===== config.mk =====
export PLATFORM = sky130hd
export DESIGN_NAME = space_to_tab_entab_flat
export DESIGN_NICKNAME = d
export VERILOG_FILES = /design/src/spte_pkg.sv /design/src/spte_char_if.sv /design/src/spte_result_if.sv /design/src/spte_div.sv /design/src/space_to_tab_entab.sv /design/src/flat_wrapper.sv
export SDC_FILE = /design/constraint.sdc
export NUM_CORES = 1
export LEC_CHECK = 0
export BUFFER_PORTS_ARGS = -buffer_cell sky130_fd_sc_hd__buf_2
export CELL_PAD_IN_SITES_DETAIL_PLACEMENT = 1
export CELL_PAD_IN_SITES_GLOBAL_PLACEMENT = 1
export CORE_MARGIN = 2
export CORE_UTILIZATION = 48
export DETAILED_ROUTE_END_ITERATION = 16
export MAX_ROUTING_LAYER = met4
export PLACE_DENSITY_LB_ADDON = 0.1
export RECOVER_POWER = 25
export SLEW_MARGIN = 25
export SYNTH_ARGS = -nofsm -noshare
export SYNTH_HDL_FRONTEND = slang
export SYNTH_SLANG_ARGS = --single-unit

===== constraint.sdc =====
create_clock -name clk -period 4.7 [get_ports clk]
set_clock_uncertainty 0.2 [all_clocks]
set_input_delay 0.47 -clock clk [delete_from_list [all_inputs] [get_ports clk]]
set_output_delay 0.47 -clock clk [all_outputs]
set_load 0.05 [all_outputs]

===== src/spte_pkg.sv =====
// ----------------------------------------------------------------------------
// spte_pkg
// types, constants and helpers shared by the entab block
// ----------------------------------------------------------------------------
package spte_pkg;

  localparam int COL_BITS   = 16;
  localparam int TW_BITS    = 7;
  localparam int CODE_BITS  = 16;
  localparam int COUNT_BITS = 16;
  localparam int START_BITS = 16;
  localparam int CFG_BITS   = 16;
  localparam int IDX_BITS   = 1;
  localparam int CNT_BITS   = $clog2(COL_BITS + 1);

  localparam logic [COL_BITS-1:0]   COL_MAX   = '1;
  localparam logic [COUNT_BITS-1:0] COUNT_MAX = '1;
  localparam logic [CODE_BITS-1:0]  CODE_SPACE = 16'h0020;
  localparam logic [CODE_BITS-1:0]  CODE_TAB   = 16'h0009;
  localparam logic [TW_BITS-1:0]    TW_RESET   = 7'd4;

  localparam logic [IDX_BITS-1:0] REG_TAB_WIDTH    = 1'b0;
  localparam logic [IDX_BITS-1:0] REG_START_COLUMN = 1'b1;

  typedef enum logic [2:0] {
    ST_IDLE,
    ST_START,
    ST_DIV_TO,
    ST_DIV_FROM,
    ST_COL,
    ST_DIV_TAB,
    ST_OUT
  } state_t;

  typedef struct packed {
    logic                start;
    logic [COL_BITS-1:0] dividend;
    logic [TW_BITS-1:0]  divisor;
  } div_req_t;

  typedef struct packed {
    logic                done;
    logic [COL_BITS-1:0] quot;
    logic [TW_BITS-1:0]  rem;
  } div_rsp_t;

  function automatic logic [COUNT_BITS-1:0] sat_count(input logic [COL_BITS-1:0] v);
    if (v > COL_BITS'(COUNT_MAX)) begin
      return COUNT_MAX;
    end
    return COUNT_BITS'(v);
  endfunction

  function automatic logic [COL_BITS-1:0] start_to_col(input logic [START_BITS-1:0] v);
    if (32'(v) > 32'(COL_MAX)) begin
      return COL_MAX;
    end
    return COL_BITS'(v);
  endfunction

  function automatic logic [COL_BITS-1:0] col_add(input logic [COL_BITS-1:0] col,
                                                  input logic [TW_BITS-1:0] inc);
    logic [COL_BITS:0] sum;
    sum = {1'b0, col} + (COL_BITS + 1)'(inc);
    if (sum[COL_BITS]) begin
      return COL_MAX;
    end
    return sum[COL_BITS-1:0];
  endfunction

endpackage


===== src/spte_char_if.sv =====
// ----------------------------------------------------------------------------
// spte_char_if
// input channel carrying one code unit and its tags per transfer
// ----------------------------------------------------------------------------
interface spte_char_if;
  logic        valid;
  logic        ready;
  logic [15:0] char_code;
  logic        is_wide;
  logic        is_eol;
  logic        starts_text;

  modport source (output valid, char_code, is_wide, is_eol, starts_text, input ready);
  modport sink (input valid, char_code, is_wide, is_eol, starts_text, output ready);
endinterface


===== src/spte_result_if.sv =====
// ----------------------------------------------------------------------------
// spte_result_if
// output channel carrying one repeat-counted code unit per transfer
// ----------------------------------------------------------------------------
interface spte_result_if;
  logic        valid;
  logic        ready;
  logic [15:0] out_code;
  logic [15:0] repeat_count;
  logic        last_of_burst;

  modport source (output valid, out_code, repeat_count, last_of_burst, input ready);
  modport sink (input valid, out_code, repeat_count, last_of_burst, output ready);
endinterface


===== src/spte_div.sv =====
// ----------------------------------------------------------------------------
// spte_div
// bit-serial restoring divider, column by tab width, one quotient bit a cycle
// ----------------------------------------------------------------------------
module spte_div
  import spte_pkg::*;
(
  input  logic     clk,
  input  logic     rst,
  input  div_req_t req,
  output div_rsp_t rsp
);

  logic [CNT_BITS-1:0] cnt;
  logic                done;
  logic [COL_BITS-1:0] dq;
  logic [TW_BITS-1:0]  rem;
  logic [TW_BITS-1:0]  divisor;
  logic [TW_BITS:0]    trial;
  logic                ge;
  logic [TW_BITS-1:0]  rem_next;

  assign trial    = {rem, dq[COL_BITS-1]};
  assign ge       = trial >= {1'b0, divisor};
  assign rem_next = ge ? TW_BITS'(trial - {1'b0, divisor}) : trial[TW_BITS-1:0];

  always_ff @(posedge clk) begin
    if (rst) begin
      cnt  <= '0;
      done <= 1'b0;
    end else begin
      done <= 1'b0;
      if (req.start) begin
        cnt <= CNT_BITS'(COL_BITS);
      end else if (cnt != '0) begin
        cnt <= cnt - 1'b1;
        if (cnt == CNT_BITS'(1)) begin
          done <= 1'b1;
        end
      end
    end
  end

  always_ff @(posedge clk) begin
    if (req.start) begin
      dq      <= req.dividend;
      rem     <= '0;
      divisor <= req.divisor;
    end else if (cnt != '0) begin
      dq  <= {dq[COL_BITS-2:0], ge};
      rem <= rem_next;
    end
  end

  assign rsp.done = done;
  assign rsp.quot = dq;
  assign rsp.rem  = rem;

endmodule


===== src/space_to_tab_entab.sv =====
// ----------------------------------------------------------------------------
// space_to_tab_entab: one item at a time; a run flush needs two divisions on
// the shared bit-serial divider and a tab needs one, and the results of an item
// are offered one after another, each held while the output is stalled
// synchronous active-high reset clears the column, run state and registers
// ----------------------------------------------------------------------------
module space_to_tab_entab
  import spte_pkg::*;
(
  input  logic                clk,
  input  logic                rst,
  input  logic                cfg_we,
  input  logic [IDX_BITS-1:0] cfg_index,
  input  logic [CFG_BITS-1:0] cfg_data,
  spte_char_if.sink           chars,
  spte_result_if.source       results
);

  state_t state, state_next;

  logic [TW_BITS-1:0]    tab_width, tab_width_next;
  logic [START_BITS-1:0] start_column, start_column_next;
  logic [COL_BITS-1:0]   column, column_next;
  logic                  run_active, run_active_next;
  logic [COL_BITS-1:0]   run_start, run_start_next;
  logic                  last_space, last_space_next;

  logic [CODE_BITS-1:0]  code_q, code_q_next;
  logic                  wide_q, wide_q_next;
  logic                  eol_q, eol_q_next;
  logic                  starts_q, starts_q_next;

  logic [COL_BITS-1:0]   q_to, q_to_next;
  logic [TW_BITS-1:0]    r_to, r_to_next;
  logic                  pend_tab, pend_tab_next;
  logic                  pend_sp, pend_sp_next;
  logic                  pend_ch, pend_ch_next;
  logic [COUNT_BITS-1:0] tab_cnt, tab_cnt_next;
  logic [COUNT_BITS-1:0] sp_cnt, sp_cnt_next;

  logic                  o_valid, o_valid_next;
  logic [CODE_BITS-1:0]  o_code, o_code_next;
  logic [COUNT_BITS-1:0] o_count, o_count_next;
  logic                  o_last, o_last_next;

  div_req_t div_req;
  div_rsp_t div_rsp;

  logic                accept;
  logic [TW_BITS-1:0]  tw_eff;
  logic                blank_q;
  logic                flush_req;
  logic [COL_BITS-1:0] run_len;
  logic                run_nonempty;
  logic                single_space;
  logic [COL_BITS-1:0] col_base;
  logic                out_free;
  logic [COL_BITS-1:0] tabs;
  logic                any_pend;
  logic                more_pend;

  spte_div u_div (
    .clk (clk),
    .rst (rst),
    .req (div_req),
    .rsp (div_rsp)
  );

  assign chars.ready   = (state == ST_IDLE);
  assign accept        = chars.valid && chars.ready;
  assign tw_eff        = (tab_width == '0) ? TW_BITS'(1) : tab_width;
  assign blank_q       = (code_q == CODE_SPACE) || (code_q == CODE_TAB);
  assign flush_req     = run_active && (starts_q || eol_q || !blank_q);
  assign run_len       = column - run_start;
  assign run_nonempty  = column > run_start;
  assign single_space  = (run_len == COL_BITS'(1)) && last_space;
  assign col_base      = starts_q ? start_to_col(start_column) : column;
  assign out_free      = !o_valid || results.ready;
  assign tabs          = q_to - div_rsp.quot;
  assign any_pend      = pend_tab || pend_sp || pend_ch;
  assign more_pend     = pend_tab ? (pend_sp || pend_ch) : (pend_sp ? pend_ch : 1'b0);

  assign results.valid         = o_valid;
  assign results.out_code      = o_code;
  assign results.repeat_count  = o_count;
  assign results.last_of_burst = o_last;

  // next state
  always_comb begin
    state_next = state;
    unique case (state)
      ST_IDLE: begin
        if (accept) begin
          state_next = ST_START;
        end
      end
      ST_START: begin
        if (flush_req && run_nonempty && !single_space) begin
          state_next = ST_DIV_TO;
        end else begin
          state_next = ST_COL;
        end
      end
      ST_DIV_TO: begin
        if (div_rsp.done) begin
          state_next = ST_DIV_FROM;
        end
      end
      ST_DIV_FROM: begin
        if (div_rsp.done) begin
          state_next = ST_COL;
        end
      end
      ST_COL: begin
        if (!eol_q && code_q == CODE_TAB) begin
          state_next = ST_DIV_TAB;
        end else begin
          state_next = ST_OUT;
        end
      end
      ST_DIV_TAB: begin
        if (div_rsp.done) begin
          state_next = ST_OUT;
        end
      end
      ST_OUT: begin
        if (!any_pend || (out_free && !more_pend)) begin
          state_next = ST_IDLE;
        end
      end
      default: state_next = ST_IDLE;
    endcase
  end

  // datapath and outputs
  always_comb begin
    tab_width_next    = tab_width;
    start_column_next = start_column;
    column_next       = column;
    run_active_next   = run_active;
    run_start_next    = run_start;
    last_space_next   = last_space;
    code_q_next       = code_q;
    wide_q_next       = wide_q;
    eol_q_next        = eol_q;
    starts_q_next     = starts_q;
    q_to_next         = q_to;
    r_to_next         = r_to;
    pend_tab_next     = pend_tab;
    pend_sp_next      = pend_sp;
    pend_ch_next      = pend_ch;
    tab_cnt_next      = tab_cnt;
    sp_cnt_next       = sp_cnt;
    o_valid_next      = o_valid && !results.ready;
    o_code_next       = o_code;
    o_count_next      = o_count;
    o_last_next       = o_last;
    div_req.start     = 1'b0;
    div_req.dividend  = column;
    div_req.divisor   = tw_eff;

    if (cfg_we) begin
      unique case (cfg_index)
        REG_TAB_WIDTH:    tab_width_next    = cfg_data[TW_BITS-1:0];
        REG_START_COLUMN: start_column_next = cfg_data[START_BITS-1:0];
        default: ;
      endcase
    end

    unique case (state)
      ST_IDLE: begin
        if (accept) begin
          code_q_next   = chars.char_code;
          wide_q_next   = chars.is_wide;
          eol_q_next    = chars.is_eol;
          starts_q_next = chars.starts_text;
          pend_tab_next = 1'b0;
          pend_sp_next  = 1'b0;
          pend_ch_next  = 1'b0;
        end
      end
      ST_START: begin
        pend_ch_next = eol_q || !blank_q;
        if (flush_req) begin
          run_active_next = 1'b0;
          if (run_nonempty && single_space) begin
            pend_sp_next = 1'b1;
            sp_cnt_next  = COUNT_BITS'(1);
          end else if (run_nonempty) begin
            div_req.start    = 1'b1;
            div_req.dividend = column;
          end
        end
      end
      ST_DIV_TO: begin
        if (div_rsp.done) begin
          q_to_next        = div_rsp.quot;
          r_to_next        = div_rsp.rem;
          div_req.start    = 1'b1;
          div_req.dividend = run_start;
        end
      end
      ST_DIV_FROM: begin
        if (div_rsp.done) begin
          if (tabs != '0) begin
            pend_tab_next = 1'b1;
            tab_cnt_next  = sat_count(tabs);
            pend_sp_next  = r_to != '0;
            sp_cnt_next   = COUNT_BITS'(r_to);
          end else begin
            pend_sp_next = 1'b1;
            sp_cnt_next  = sat_count(run_len);
          end
        end
      end
      ST_COL: begin
        if (eol_q) begin
          column_next = '0;
        end else if (blank_q) begin
          if (!run_active) begin
            run_active_next = 1'b1;
            run_start_next  = col_base;
          end
          if (code_q == CODE_SPACE) begin
            column_next     = col_add(col_base, TW_BITS'(1));
            last_space_next = 1'b1;
          end else begin
            column_next      = col_base;
            last_space_next  = 1'b0;
            div_req.start    = 1'b1;
            div_req.dividend = col_base;
          end
        end else begin
          column_next = col_add(col_base, wide_q ? TW_BITS'(2) : TW_BITS'(1));
        end
      end
      ST_DIV_TAB: begin
        if (div_rsp.done) begin
          column_next = col_add(column, tw_eff - div_rsp.rem);
        end
      end
      ST_OUT: begin
        if (any_pend && out_free) begin
          o_valid_next = 1'b1;
          o_last_next  = !more_pend;
          if (pend_tab) begin
            o_code_next   = CODE_TAB;
            o_count_next  = tab_cnt;
            pend_tab_next = 1'b0;
          end else if (pend_sp) begin
            o_code_next  = CODE_SPACE;
            o_count_next = sp_cnt;
            pend_sp_next = 1'b0;
          end else begin
            o_code_next  = code_q;
            o_count_next = COUNT_BITS'(1);
            pend_ch_next = 1'b0;
          end
        end
      end
      default: ;
    endcase
  end

  always_ff @(posedge clk) begin
    if (rst) begin
      state        <= ST_IDLE;
      tab_width    <= TW_RESET;
      start_column <= '0;
      column       <= '0;
      run_active   <= 1'b0;
      run_start    <= '0;
      last_space   <= 1'b0;
      pend_tab     <= 1'b0;
      pend_sp      <= 1'b0;
      pend_ch      <= 1'b0;
      o_valid      <= 1'b0;
    end else begin
      state        <= state_next;
      tab_width    <= tab_width_next;
      start_column <= start_column_next;
      column       <= column_next;
      run_active   <= run_active_next;
      run_start    <= run_start_next;
      last_space   <= last_space_next;
      pend_tab     <= pend_tab_next;
      pend_sp      <= pend_sp_next;
      pend_ch      <= pend_ch_next;
      o_valid      <= o_valid_next;
    end
  end

  always_ff @(posedge clk) begin
    code_q   <= code_q_next;
    wide_q   <= wide_q_next;
    eol_q    <= eol_q_next;
    starts_q <= starts_q_next;
    q_to     <= q_to_next;
    r_to     <= r_to_next;
    tab_cnt  <= tab_cnt_next;
    sp_cnt   <= sp_cnt_next;
    o_code   <= o_code_next;
    o_count  <= o_count_next;
    o_last   <= o_last_next;
  end

endmodule


===== src/flat_wrapper.sv =====
// flat-port wrapper written by rule: the top's interface ports become plain ports
module space_to_tab_entab_flat import spte_pkg::*;
  (clk, rst, cfg_we, cfg_index, cfg_data, chars_valid, chars_char_code, chars_is_wide, chars_is_eol, chars_starts_text, chars_ready, results_valid, results_out_code, results_repeat_count, results_last_of_burst, results_ready);
  spte_char_if chars_i ();
  spte_result_if results_i ();
  input  logic clk;
  input  logic rst;
  input  logic cfg_we;
  input  logic [IDX_BITS-1:0] cfg_index;
  input  logic [CFG_BITS-1:0] cfg_data;
  input wire logic [$bits(chars_i.valid)-1:0] chars_valid;
  input wire logic [$bits(chars_i.char_code)-1:0] chars_char_code;
  input wire logic [$bits(chars_i.is_wide)-1:0] chars_is_wide;
  input wire logic [$bits(chars_i.is_eol)-1:0] chars_is_eol;
  input wire logic [$bits(chars_i.starts_text)-1:0] chars_starts_text;
  output wire logic [$bits(chars_i.ready)-1:0] chars_ready;
  output wire logic [$bits(results_i.valid)-1:0] results_valid;
  output wire logic [$bits(results_i.out_code)-1:0] results_out_code;
  output wire logic [$bits(results_i.repeat_count)-1:0] results_repeat_count;
  output wire logic [$bits(results_i.last_of_burst)-1:0] results_last_of_burst;
  input wire logic [$bits(results_i.ready)-1:0] results_ready;
  assign chars_i.valid = chars_valid;
  assign chars_i.char_code = chars_char_code;
  assign chars_i.is_wide = chars_is_wide;
  assign chars_i.is_eol = chars_is_eol;
  assign chars_i.starts_text = chars_starts_text;
  assign chars_ready = chars_i.ready;
  assign results_valid = results_i.valid;
  assign results_out_code = results_i.out_code;
  assign results_repeat_count = results_i.repeat_count;
  assign results_last_of_burst = results_i.last_of_burst;
  assign results_i.ready = results_ready;
  space_to_tab_entab u_core (.clk(clk), .rst(rst), .cfg_we(cfg_we), .cfg_index(cfg_index), .cfg_data(cfg_data), .chars(chars_i), .results(results_i));
endmodule

==> results of run 1 <==
-- state kept, by name (all words and copies together), names as in the netlist, 3 cells and up --
register	count
u_core.r_to	7
u_core.code_q	16
u_core.results.out_code	16
u_core.u_div.dq	16
u_core.column	16
u_core.results.repeat_count	16
u_core.u_div.rem	7
u_core.q_to	16
u_core.state	3
u_core.tab_cnt	16
u_core.run_start	16
u_core.u_div.divisor	7
u_core.tab_width	7
u_core.sp_cnt	16
u_core.start_column	16
u_core.u_div.cnt	5
-- routing by layer --
metal	track usage	vias to the layer above	wire, µm
met5	-	-	0
met4	0.134	0	1960
met3	0.0283	86	1500
met2	0.510	298	19200
met1	0.378	5258	17100
li1	-	5035	-
-- stage by stage --
step	setup slack, ns	instances	area [µm²]
after floorplan	0.413	1306	12300
after global placement	0.271	1684	13200
after detailed placement	0.179	1684	13200
after CTS	0.175	1753	14200
after global routing	0.0234	1753	14200
final	0.181	1753	14200
-- how the worst max path moves through the flow --
| stage | to | depth (start not counted) |
|---|---|---|
| final | u_core.sp_cnt[9]$_SDFFCE_PN0P_ | 11 |
| after global routing | u_core.sp_cnt[9]$_SDFFCE_PN0P_ | 11 |
| after CTS | u_core.sp_cnt[11]$_SDFFCE_PN0P_ | 11 |
| after detailed placement | u_core.sp_cnt[11]$_SDFFCE_PN0P_ | 11 |
| after global placement | u_core.sp_cnt[9]$_SDFFCE_PN0P_ | 11 |
| after floorplan | u_core.u_div.dq[0]$_DFFE_PP_ | 11 |
-- layout by cell type (no fill, tap or decap), types with 8 or more instances in the layout --
master and instances:
edfxtp_1 130, nor2_1 115, nand2_1 105, inv_1 95
a21oi_1 83, dfxtp_1 77, o21ai_0 63, ha_1 57
buf_2 56, nor3_1 37, buf_4 37, mux2i_1 32
clkbuf_1 31, xnor2_1 30, a211oi_1 29, nand3_1 27
dlygate4sd3_1 27, clkbuf_16 23, a21o_1 20, and2_1 18
nand2b_1 18, nor2b_1 17, a22o_1 16, o221a_2 16
nand4_1 15, o211ai_1 15, a31oi_1 15, xor2_1 15
o221ai_1 15, nor4_1 11, nor2_2 10, mux2_2 9
o22ai_1 9, a221o_1 9, or3_1 8
-- power by group through the flow --
stage	registers [mW]	clock network, mW	logic [mW]
2_1_floorplan	2.44	0	2.27
3_3_place_gp	2.58	0	3.01
3_5_place_dp	2.60	0	3.13
4_1_cts	2.56	1.98	3.18
5_1_grt	2.58	2.03	3.53
6_report	2.57	1.96	3.19
-- Yosys cell counts (9+ instances only) --
| cell | n |
|---|---|
| nand3_1 | 27 |
| clkbuf_1 | 57 |
| o221ai_1 | 15 |
| o21ai_0 | 63 |
| a21oi_1 | 83 |
| a22o_1 | 16 |
| mux2_2 | 9 |
| xor2_1 | 15 |
| xnor2_1 | 30 |
| and2_1 | 18 |
| mux2i_1 | 32 |
| a21o_1 | 20 |
| nand4_1 | 15 |
| dfxtp_1 | 77 |
| nand2_1 | 105 |
| o211ai_1 | 15 |
| o22ai_1 | 9 |
| a211oi_1 | 30 |
| inv_1 | 95 |
| edfxtp_1 | 130 |
| o221a_2 | 16 |
| a31oi_1 | 15 |
| nand2b_1 | 18 |
| nor3_1 | 39 |
| nor4_1 | 11 |
| ha_1 | 57 |
| nor2_1 | 119 |
| a221o_1 | 9 |
| nor2b_1 | 17 |
-- cell type report --
| cell class | count | share of cell area |
|---|---|---|
| Timing Repair Buffer | 144 | 0.0647 |
| Multi-Input combinational cell | 934 | 0.441 |
| Clock inverter | 11 | 0.0130 |
| Tap cell | 330 | 0.0291 |
| Sequential cell | 207 | 0.383 |
| Clock buffer | 31 | 0.0433 |
| Inverter | 96 | 0.0254 |
-- cells by family (layout without fill, tap and decap cells) --
kind of cell | Yosys count | in the layout | share of synthesized area
DFF | 207 | 207 | 0.442
muxes | 41 | 41 | 0.0342
buffers and inverters | 165 | 282 | 0.0517
xor gates and xnor gates | 45 | 45 | 0.0320
adders and majority gates | 64 | 64 | 0.0685
and+or+nand+nor | 421 | 421 | 0.166
AOI/OAI and AO/OA | 363 | 363 | 0.205
-- worst min-delay path, delay by kind of cell --
kind | cells | cell delay, ns
compound gates | 1 | 0.05
buf+inv | 1 | 0.10
simple gates | 1 | 0.05
-- what timing repair did --
item,in CTS,in global routing
hold buffers,27,0
endpoints found under the hold margin,27,0
setup endpoints to repair,0,17
resized for setup,0,2
==> results.md, run 1 <==
* Status: finished with violations
* Failing checks: capacitance limit, slew limit
* Synthesized area per cell at 9.43 µm²
* CP max stage delay at 0.67 ns
* Max_cap viols at 1
* DRT Wirelength at slightly below 40,000 µm
* Type of origin of the critical path: flip-flop
* #FFs+latches synth at slightly above 200
* GRT Resource Usage Total at 0.305
* CP delay by family, top: simple AND/OR/NAND/NOR gates
* Core Util, Final at 0.564
* YS warnings at 0
* DIE HEIGHT at 164 µm
* Critical Path AT at around 4.7 ns
* Fraction of registers with async set/reset at 0
* Clk_lat worst skew at 0.54 ns
* CTS root buf: clkbuf_16
* Slew @ Worst Pin at roughly 2.6 ns
* RSZ-0062 raised after global routing: false
* Worst-path maximum fanout at 9
* Vias/cell at slightly above 6
* Combinational fraction of design power at 0.413
* Relative slew slack at -0.736
* Tmin final at 4.52 ns
* Final HPWL DP at 29,800 µm
* Switching pwr at 3.03 mW
* Final net count at roughly 1.5k
* Syn nets at between 1k and 1.5k
* Worst R2R Path Depth at 11
* Die area at 0.0270 mm²
* Critical path buffers and inverters at 0
* Ys flop type: edfxtp_1
* Seq. cell area at 0.00545 mm²
* Sequential power share at 0.332
* FP Rows at 58
* # DRC at 0
* Vias in the first global route at 10.8k
* Post-Syn Area at 0.0123 mm²
* CTS Buf Count at 23
* Largest net degree at the start of global routing at 52
* Die Width at 164 µm
* Setup violators final at 0
* Area of the multi-input gates at 0.00627 mm²
* Fin. Hold Viols at 0
* Period utilization at 0.961
* Input/output buffers at 75
* Layout fillers at 2,872
* Synth unique cells at 79
* Post-synthesis sequential area ratio at 0.442
* Ant. Diodes at 0
* Clock tree from TritonCTS: built
* Gate Count Post-Synth at 1,306
* Crit. Startpoint: u_core.u_div.dq[0]$_DFFE_PP_
* Total core area at 0.0252 mm²
* Post-synth EDFFs at between 100 and 150
* Crit. End Element: flip-flop
* R2R Setup Slk at 0.18 ns
* Clk pwr share at 0.254
* Sw frac at 0.392
* Yosys top cell area share at 0.317
* Overall power at 7.73 mW
* LEAKAGE at around 5.4 nW
* Yosys top cell by area: edfxtp_1
* Initial Util at 0.489
* Critical Path RT at roughly 5 ns
* First-pass GRT wire length at 61,300 µm
* Clock transition at path regs at 0.06 ns
* TNS Setup at 0 ns
* Grt total ovfl at 0
* Maximum vdd ir drop at between 0.3 and 0.4 mV
* Wire per inst at 22.6 µm
* Initial DRT Pass Iterations at 5
* Vias at 10.7k
* Worst hold slack at ~0.0083 ns
* F_max at around 220 MHz
* H-tree depth at 1
* RePlAce Congestion at between 0.9 and 1
* Critical Path Most Common Cell: or4_1
* Hold Startpoint: cfg_data[7]
* # IOs at 76
* Hold EP: u_core.start_column[7]$_SDFFE_PP0P_
* P per Cell Area at ~540 mW/mm²
* Antenna violation net count after detailed routing at 0
* Worst Setup Path Type: flip-flop to flip-flop
* CP Cell Sequence: ha_1, fa_1, nand2b_1, a21o_1, a2111oi_0, a211oi_1, or4_1, or3_1, or4_1, or4_1, nor3_4
* Hold Crit Class: primary input to flip-flop
* Reg2reg end: u_core.sp_cnt[9]$_SDFFCE_PN0P_
* Fin. max-slew vios at 52
* CTS Buffer Depth at 3
* Area contributors post-synth: edfxtp_1, dfxtp_1, ha_1, nor2_1, a21oi_1
* Antenna violations before repair at 0
* Post-CTS setup repair buffer count at 0
* Int Pwr at 4.70 mW
* CTS Sinks at 207
* Crit-path slowest cell: or4_1
* Initial DRC count at 854
* RR Startpoint: u_core.u_div.dq[0]$_DFFE_PP_
* Share of layout cells above drive strength 1 at 0.127
* Area Overhead vs Synth at 15.4%
* Hold Path Depth at 3
No activity file was read; power rests on OpenSTA's default activity.
==> run 2: changes to the inputs <==
- CORE_UTILIZATION: 48 -> 35
- CTS_BUF_LIST: default -> sky130_fd_sc_hd__clkbuf_8
==> run 2 against run 1 <==
The flow still finishes with violations (capacitance limit, slew limit). First-iteration DRC count fell by 23%. Combinational power is essentially flat. Routed wire length is 0.83% higher. Worst hold slack better by 0.065 ns. Global-route usage down 7.4 points. Sequential share of layout area is 0.58 points lower. Via count fell by 1.8%. Cell count is 9.7% higher. Flip-flop and latch count unchanged. Critical path depth stayed put. Largest cell class unchanged.
==> results.md, run 2 (same netlist as run 1, synthesis figures left out) <==
* Fin. Hold Viols at 0 (unchanged)
* Final net count at 1,542 (+2.1%)
* Initial DRC count at 659 (-23%)
* Worst R2R Path Depth at 11 (unchanged)
* # DRC at 0 (unchanged)
* Die Width at 192 µm (+17%)
* Max_cap viols at 1 (unchanged)
* Area Overhead vs Synth at 17.1%
* CTS root buf: clkbuf_8
* Vias in the first global route at 10.8k (-0.16%)
* Setup violators final at 0 (unchanged)
* Antenna violations before repair at 0 (unchanged)
* R2R Setup Slk at 0.30 ns (+0.12 ns)
* DRT Wirelength at 40,000 µm (+0.83%)
* Vias/cell at 5.45 (-11%)
* Crit. Startpoint: u_core.u_div.dq[0]$_DFFE_PP_
* Critical path endpoint: u_core.sp_cnt[7]$_SDFFCE_PN0P_
* Initial Util at 0.356 (-0.133)
* Period utilization at 0.937 (-0.0249)
* CTS Buf Count at 39 (+70%)
* RR Startpoint: u_core.u_div.dq[0]$_DFFE_PP_
* F_max at 227 MHz (+2.7%)
* Slew @ Worst Pin at 2.99 ns (+0.391 ns)
* Wire per inst at 20.8 µm (-8.1%)
* Type of origin of the critical path: flip-flop
* Failing checks: capacitance limit, slew limit
* Ant. Diodes at 0 (unchanged)
* Leading cell type in the layout, fill and taps excluded: edfxtp_1
* Tmin final at 4.40 ns (-0.117 ns)
* Post-CTS setup repair buffer count at 0 (unchanged)
* LEAKAGE at 5.53 nW (+2.9%)
* Total core area at 0.0346 mm² (+38%)
* Critical Path RT at 4.92 ns (+0.03 ns)
* Maximum vdd ir drop at 0.237 mV (-24%)
* Clk_lat worst skew at 0.58 ns (+0.04 ns)
* Commonest cells after routing, fill and taps aside: edfxtp_1, nor2_1, inv_1
* Fin. max-slew vios at 56 (+7.7%)
* TNS Setup at 0 ns (unchanged)
* Initial DRT Pass Iterations at 5 (unchanged)
* Layout fillers at 3,975 (+38%)
* Status: finished with violations
* First-pass GRT wire length at 62,900 µm (+2.6%)
* P per Cell Area at 511 mW/mm² (-6.1%)
* GRT Resource Usage Total at 0.232 (-0.0735)
* Worst-path maximum fanout at 9 (unchanged)
* RSZ-0062 raised after global routing: false
* # IOs at 76 (unchanged)
* Vias at 10.5k (-1.8%)
* Fin area at 0.0144 mm² (+1.5%)
* H-tree depth at 2 (+1)
* Hold Crit Class: primary input to flip-flop
* Crit. End Element: flip-flop
* CTS Buffer Depth at 3 (unchanged)
* Die area at 0.0367 mm² (+36%)
* FP Rows at 68 (+17%)
* Hold Startpoint: results_ready
* Largest net degree at the start of global routing at 56 (+7.7%)
* Reg2reg end: u_core.sp_cnt[7]$_SDFFCE_PN0P_
* Grt total ovfl at 0 (unchanged)
* DIE HEIGHT at 192 µm (+17%)
* Critical Path AT at 4.62 ns (-0.09 ns)
* Final HPWL DP at 30,700 µm (+3.2%)
* Clock tree from TritonCTS: built
* Relative slew slack at -0.996 (-0.261)
* Clock transition at path regs at 0.06 ns (about the same)
* Input/output buffers at 75 (unchanged)
* Antenna violation net count after detailed routing at 0 (unchanged)
* RePlAce Congestion at 0.920 (-1.9%)
* CTS Sinks at 207 (unchanged)
* Worst Setup Path Type: flip-flop to flip-flop
* Share of layout cells above drive strength 1 at 0.149 (+0.0213)
* Placed cell areas at 0.0134 mm² (+1.6%)
run 2: changes by cell type in the layout (fill, tap and decap cells not counted), sizes merged:
cell / delta
buf: +24
inv: +13
clkinv: +8
dlygate4sd3: +8
bufinv: -5
clkbuf: -3
run 2: power breakdown:
part           leakage (nW)  switching (mW)  total, mW  internal (mW)
Sequential             1.82           0.258       2.54           2.28
Combinational          3.29            1.95       3.21           1.25
Clock                 0.423           0.775       1.63          0.854
run 2: cell type report:
| class | count | area [µm²] | share of cell area |
|---|---|---|---|
| inverters | 96 | 360 | 0.0250 |
| repair buffers | 160 | 1080 | 0.0746 |
| flip-flops and latches | 207 | 5450 | 0.378 |
| clock buffers | 44 | 606 | 0.0420 |
| multi-input cells | 934 | 6260 | 0.434 |
| clock inverters | 27 | 108 | 0.00746 |
| well taps | 455 | 569 | 0.0395 |
run 2: metal layers:
metal | vias to the layer above | wire length, µm | GRT usage
li1 | 5095 | - | -
met1 | 5061 | 18500 | 0.302
met2 | 252 | 18300 | 0.361
met3 | 74 | 1650 | 0.0347
met4 | 0 | 1540 | 0.0962
met5 | - | 0 | -
run 2: worst min-delay path by stage:
stage,endpoint,slack [ns],cells after the start
after CTS,u_core.results.valid$_SDFF_PP0_,0.03,3
after floorplan,u_core.start_column[15]$_SDFFE_PP0P_,0.23,2
final,u_core.results.valid$_SDFF_PP0_,0.07,3
after global placement,u_core.start_column[10]$_SDFFE_PP0P_,0.25,2
after detailed placement,u_core.start_column[10]$_SDFFE_PP0P_,0.26,2
after global routing,u_core.results.valid$_SDFF_PP0_,0.08,3
run 2: worst max-delay path: stages (launching register included):
cell and delay (ns):
edfxtp_1 0.41, ha_1 0.25, fa_1 0.42, nand2b_1 0.20, a21o_1 0.22, a2111oi_1 0.46, a211oi_1 0.14, or4_1 0.52
or3_1 0.31, or4_1 0.43, or4_4 0.54, nor2b_2 0.14
run 2: timing repair:
| action | CTS | global route |
|---|---|---|
| endpoints found under the hold margin | 42 | 0 |
| resized for setup | 0 | 3 |
| hold buffers | 35 | 0 |
| endpoints found under the setup margin | 0 | 15 |
run 2: per-stage QoR:
step / hold WS (ns) / cells / utilization / total power [mW] / worst slack, ns
after floorplan: 0.233 / 1306 / - / 4.72 / 0.413
after global routing: 0.0828 / 1923 / 0.416 / 7.91 / 0.0310
after global placement: 0.248 / 1817 / 0.386 / 5.70 / 0.132
after CTS: 0.0255 / 1923 / 0.417 / 7.46 / 0.0838
final: 0.0730 / 1923 / 0.416 / 7.37 / 0.298
after detailed placement: 0.259 / 1817 / 0.386 / 5.76 / 0.0937
==> run 3: changes to the inputs <==
- CORE_UTILIZATION: 35 -> 50
==> run 3 against run 2 <==
The run still ends with capacitance limit, slew limit left. Utilization up 17 points. Via count up 4.3%. Setup slack worse by 0.13 ns. Combinational power about the same. Sequential share of layout area up 0.49 points. Cell count down 7.4%. Register-to-register slack worse by 0.13 ns. Highest routed layer unchanged.
==> results.md, run 3 (same netlist as run 1, synthesis figures left out) <==
* Status: finished with violations
* Failing checks: capacitance limit, slew limit
* Final net count at 1,533 (-0.58%)
* H-tree depth at 2 (unchanged)
* RSZ-0062 raised after global routing: false
* CTS Buf Count at 38 (-2.6%)
* Vias/cell at 6.14 (+13%)
* F_max at 221 MHz (-2.8%)
* # DRC at 0 (unchanged)
* First-pass GRT wire length at 61,900 µm (-1.5%)
* CP max stage delay at 0.55 ns (about the same)
* Relative slew slack at -0.832 (+0.164)
* Dpl ws at 0.0911 ns (-0.00251 ns)
* Final HPWL DP at 29,000 µm (-5.4%)
* Critical Path Most Common Cell: or4_1
* Fin. max-slew vios at 53 (-5.4%)
* Slew @ Worst Pin at 2.75 ns (-0.246 ns)
* Die area at 0.0259 mm² (-29%)
* Commonest cells after routing, fill and taps aside: edfxtp_1, nor2_1, inv_1
* Initial DRC count at 813 (+23%)
* Worst-path maximum fanout at 9 (unchanged)
* Type of origin of the critical path: flip-flop
* Share of layout cells above drive strength 1 at 0.137 (-0.0119)
* Period utilization at 0.963 (+0.0267)
* TNS Setup at 0 ns (unchanged)
* Fin. Hold Viols at 0 (unchanged)
* Clock transition at path regs at 0.06 ns (about the same)
* P per Cell Area at 525 mW/mm² (+2.7%)
* Input/output buffers at 75 (unchanged)
* Antenna violations before repair at 0 (unchanged)
* Worst Setup Path Type: flip-flop to flip-flop
* Die Width at 161 µm (-16%)
* Maximum vdd ir drop at 0.315 mV (+33%)
* Overall power at 7.47 mW (+1.4%)
* FP Rows at 57 (-16%)
* Grt total ovfl at 0 (unchanged)
* # IOs at 76 (unchanged)
* Total core area at 0.0242 mm² (-30%)
* Hold Crit Class: primary input to flip-flop
* Area of the multi-input gates at 0.00627 mm² (+0.28%)
* CTS Buffer Depth at 3 (unchanged)
* Seq. cell area at 0.00545 mm² (unchanged)
* Crit. End Element: flip-flop
* GRT Resource Usage Total at 0.317 (+0.0848)
* Crit-path slowest cell: a2111oi_0
* Critical path buffers and inverters at 0 (unchanged)
* Clock tree from TritonCTS: built
* Layout fillers at 2,759 (-31%)
* Tmin final at 4.53 ns (+0.126 ns)
* DRT Wirelength at 39,900 µm (-0.43%)
* Max_cap viols at 1 (unchanged)
* Setup violators final at 0 (unchanged)
* Area Overhead vs Synth at 15.6%
* Antenna violation net count after detailed routing at 0 (unchanged)
* Wire per inst at 22.4 µm (+7.5%)
* Ant. Diodes at 0 (unchanged)
* RePlAce Congestion at 0.951 (+3.3%)
* Critical Path RT at 4.90 ns (-0.02 ns)
* LEAKAGE at 5.46 nW (-1.4%)
* DIE HEIGHT at 161 µm (-16%)
* Critical Path AT at 4.72 ns (+0.10 ns)
* CTS Sinks at 207 (unchanged)
* Vias at 10.9k (+4.3%)
* Post-CTS setup repair buffer count at 0 (unchanged)
* Setup WS post-layout at 0.172 ns (-0.126 ns)
* Initial Util at 0.508 (+0.152)
* Clk_lat worst skew at 0.55 ns (-0.03 ns)
* CP delay by family, top: simple AND/OR/NAND/NOR gates
* Largest net degree at the start of global routing at 53 (-5.4%)
* Leading cell type in the layout, fill and taps excluded: edfxtp_1
* CTS root buf: clkbuf_8
* Core Util, Final at 0.587 (+0.171)
* CP Cell Sequence: ha_1, fa_1, nand2b_1, a21o_1, a2111oi_0, a211oi_1, or4_1, or3_1, or4_1, or4_4, nor2_2
* Vias in the first global route at 11.2k (+3.7%)
* Initial DRT Pass Iterations at 5 (unchanged)
## run 3: cell count changes in the layout (fill, tap and decap cells not counted), sizes merged
cell	before	now
clkbuf	52	65
clkinv	14	8
inv	109	111
bufinv	0	2
buf	117	94
clkinvlp	0	1
## run 3: where the power goes
part | leakage [nW] | switching, mW | total [mW] | internal, mW
clock network | 0.430 | 0.803 | 1.74 | 0.937
registers | 1.82 | 0.270 | 2.55 | 2.28
logic | 3.21 | 1.96 | 3.19 | 1.23
total | 5.46 | 3.03 | 7.47 | 4.45
## run 3: final cells by class
type / instances / share of cell area
well taps: 324 / 0.0285
inverters: 96 / 0.0253
repair buffers: 152 / 0.0705
multi-input cells: 934 / 0.441
flip-flops and latches: 207 / 0.382
clock inverters: 26 / 0.0120
clock buffers: 42 / 0.0406
## run 3: worst paths after layout
| path | from | end | depth (start not counted) | slack [ns] |
|---|---|---|---|---|
| worst max-delay path | u_core.u_div.dq[0]$_DFFE_PP_ | u_core.sp_cnt[11]$_SDFFCE_PN0P_ | 11 | 0.17 |
| worst min-delay path | results_ready | u_core.results.valid$_SDFF_PP0_ | 3 | 0.12 |
| worst max register to register | u_core.u_div.dq[0]$_DFFE_PP_ | u_core.sp_cnt[11]$_SDFFCE_PN0P_ | 11 | 0.17 |
| worst min register to register | u_core.start_column[15]$_SDFFE_PP0P_ | u_core.start_column[15]$_SDFFE_PP0P_ | 2 | 0.26 |
## run 3: through the flow
stage / instances / area (µm²) / hold slack [ns]
after floorplan: 1306 / 12300 / 0.233
after global placement: 1678 / 13200 / 0.245
after detailed placement: 1678 / 13200 / 0.251
after CTS: 1781 / 14200 / 0.0449
after global routing: 1781 / 14200 / 0.134
final: 1781 / 14200 / 0.122
## run 3: layer usage
metal	global-route usage	routed length (µm)	up-vias
li1	-	-	5077
met1	0.391	16600	5336
met2	0.504	18800	414
met3	0.0483	2260	103
met4	0.165	2180	0
met5	-	0	-
## run 3: tightest hold or removal path, delay by kind of cell
kind                   cells  cell delay (ns)
AOI/OAI and AO/OA          1             0.09
buffers and inverters      1             0.08
and+or+nand+nor            1             0.15
## run 3: repair_timing
action / CTS / global route
endpoints found under the setup margin: 0 / 15
hold endpoints to repair: 40 / 0
resized for setup: 0 / 3
hold buffers: 35 / 0
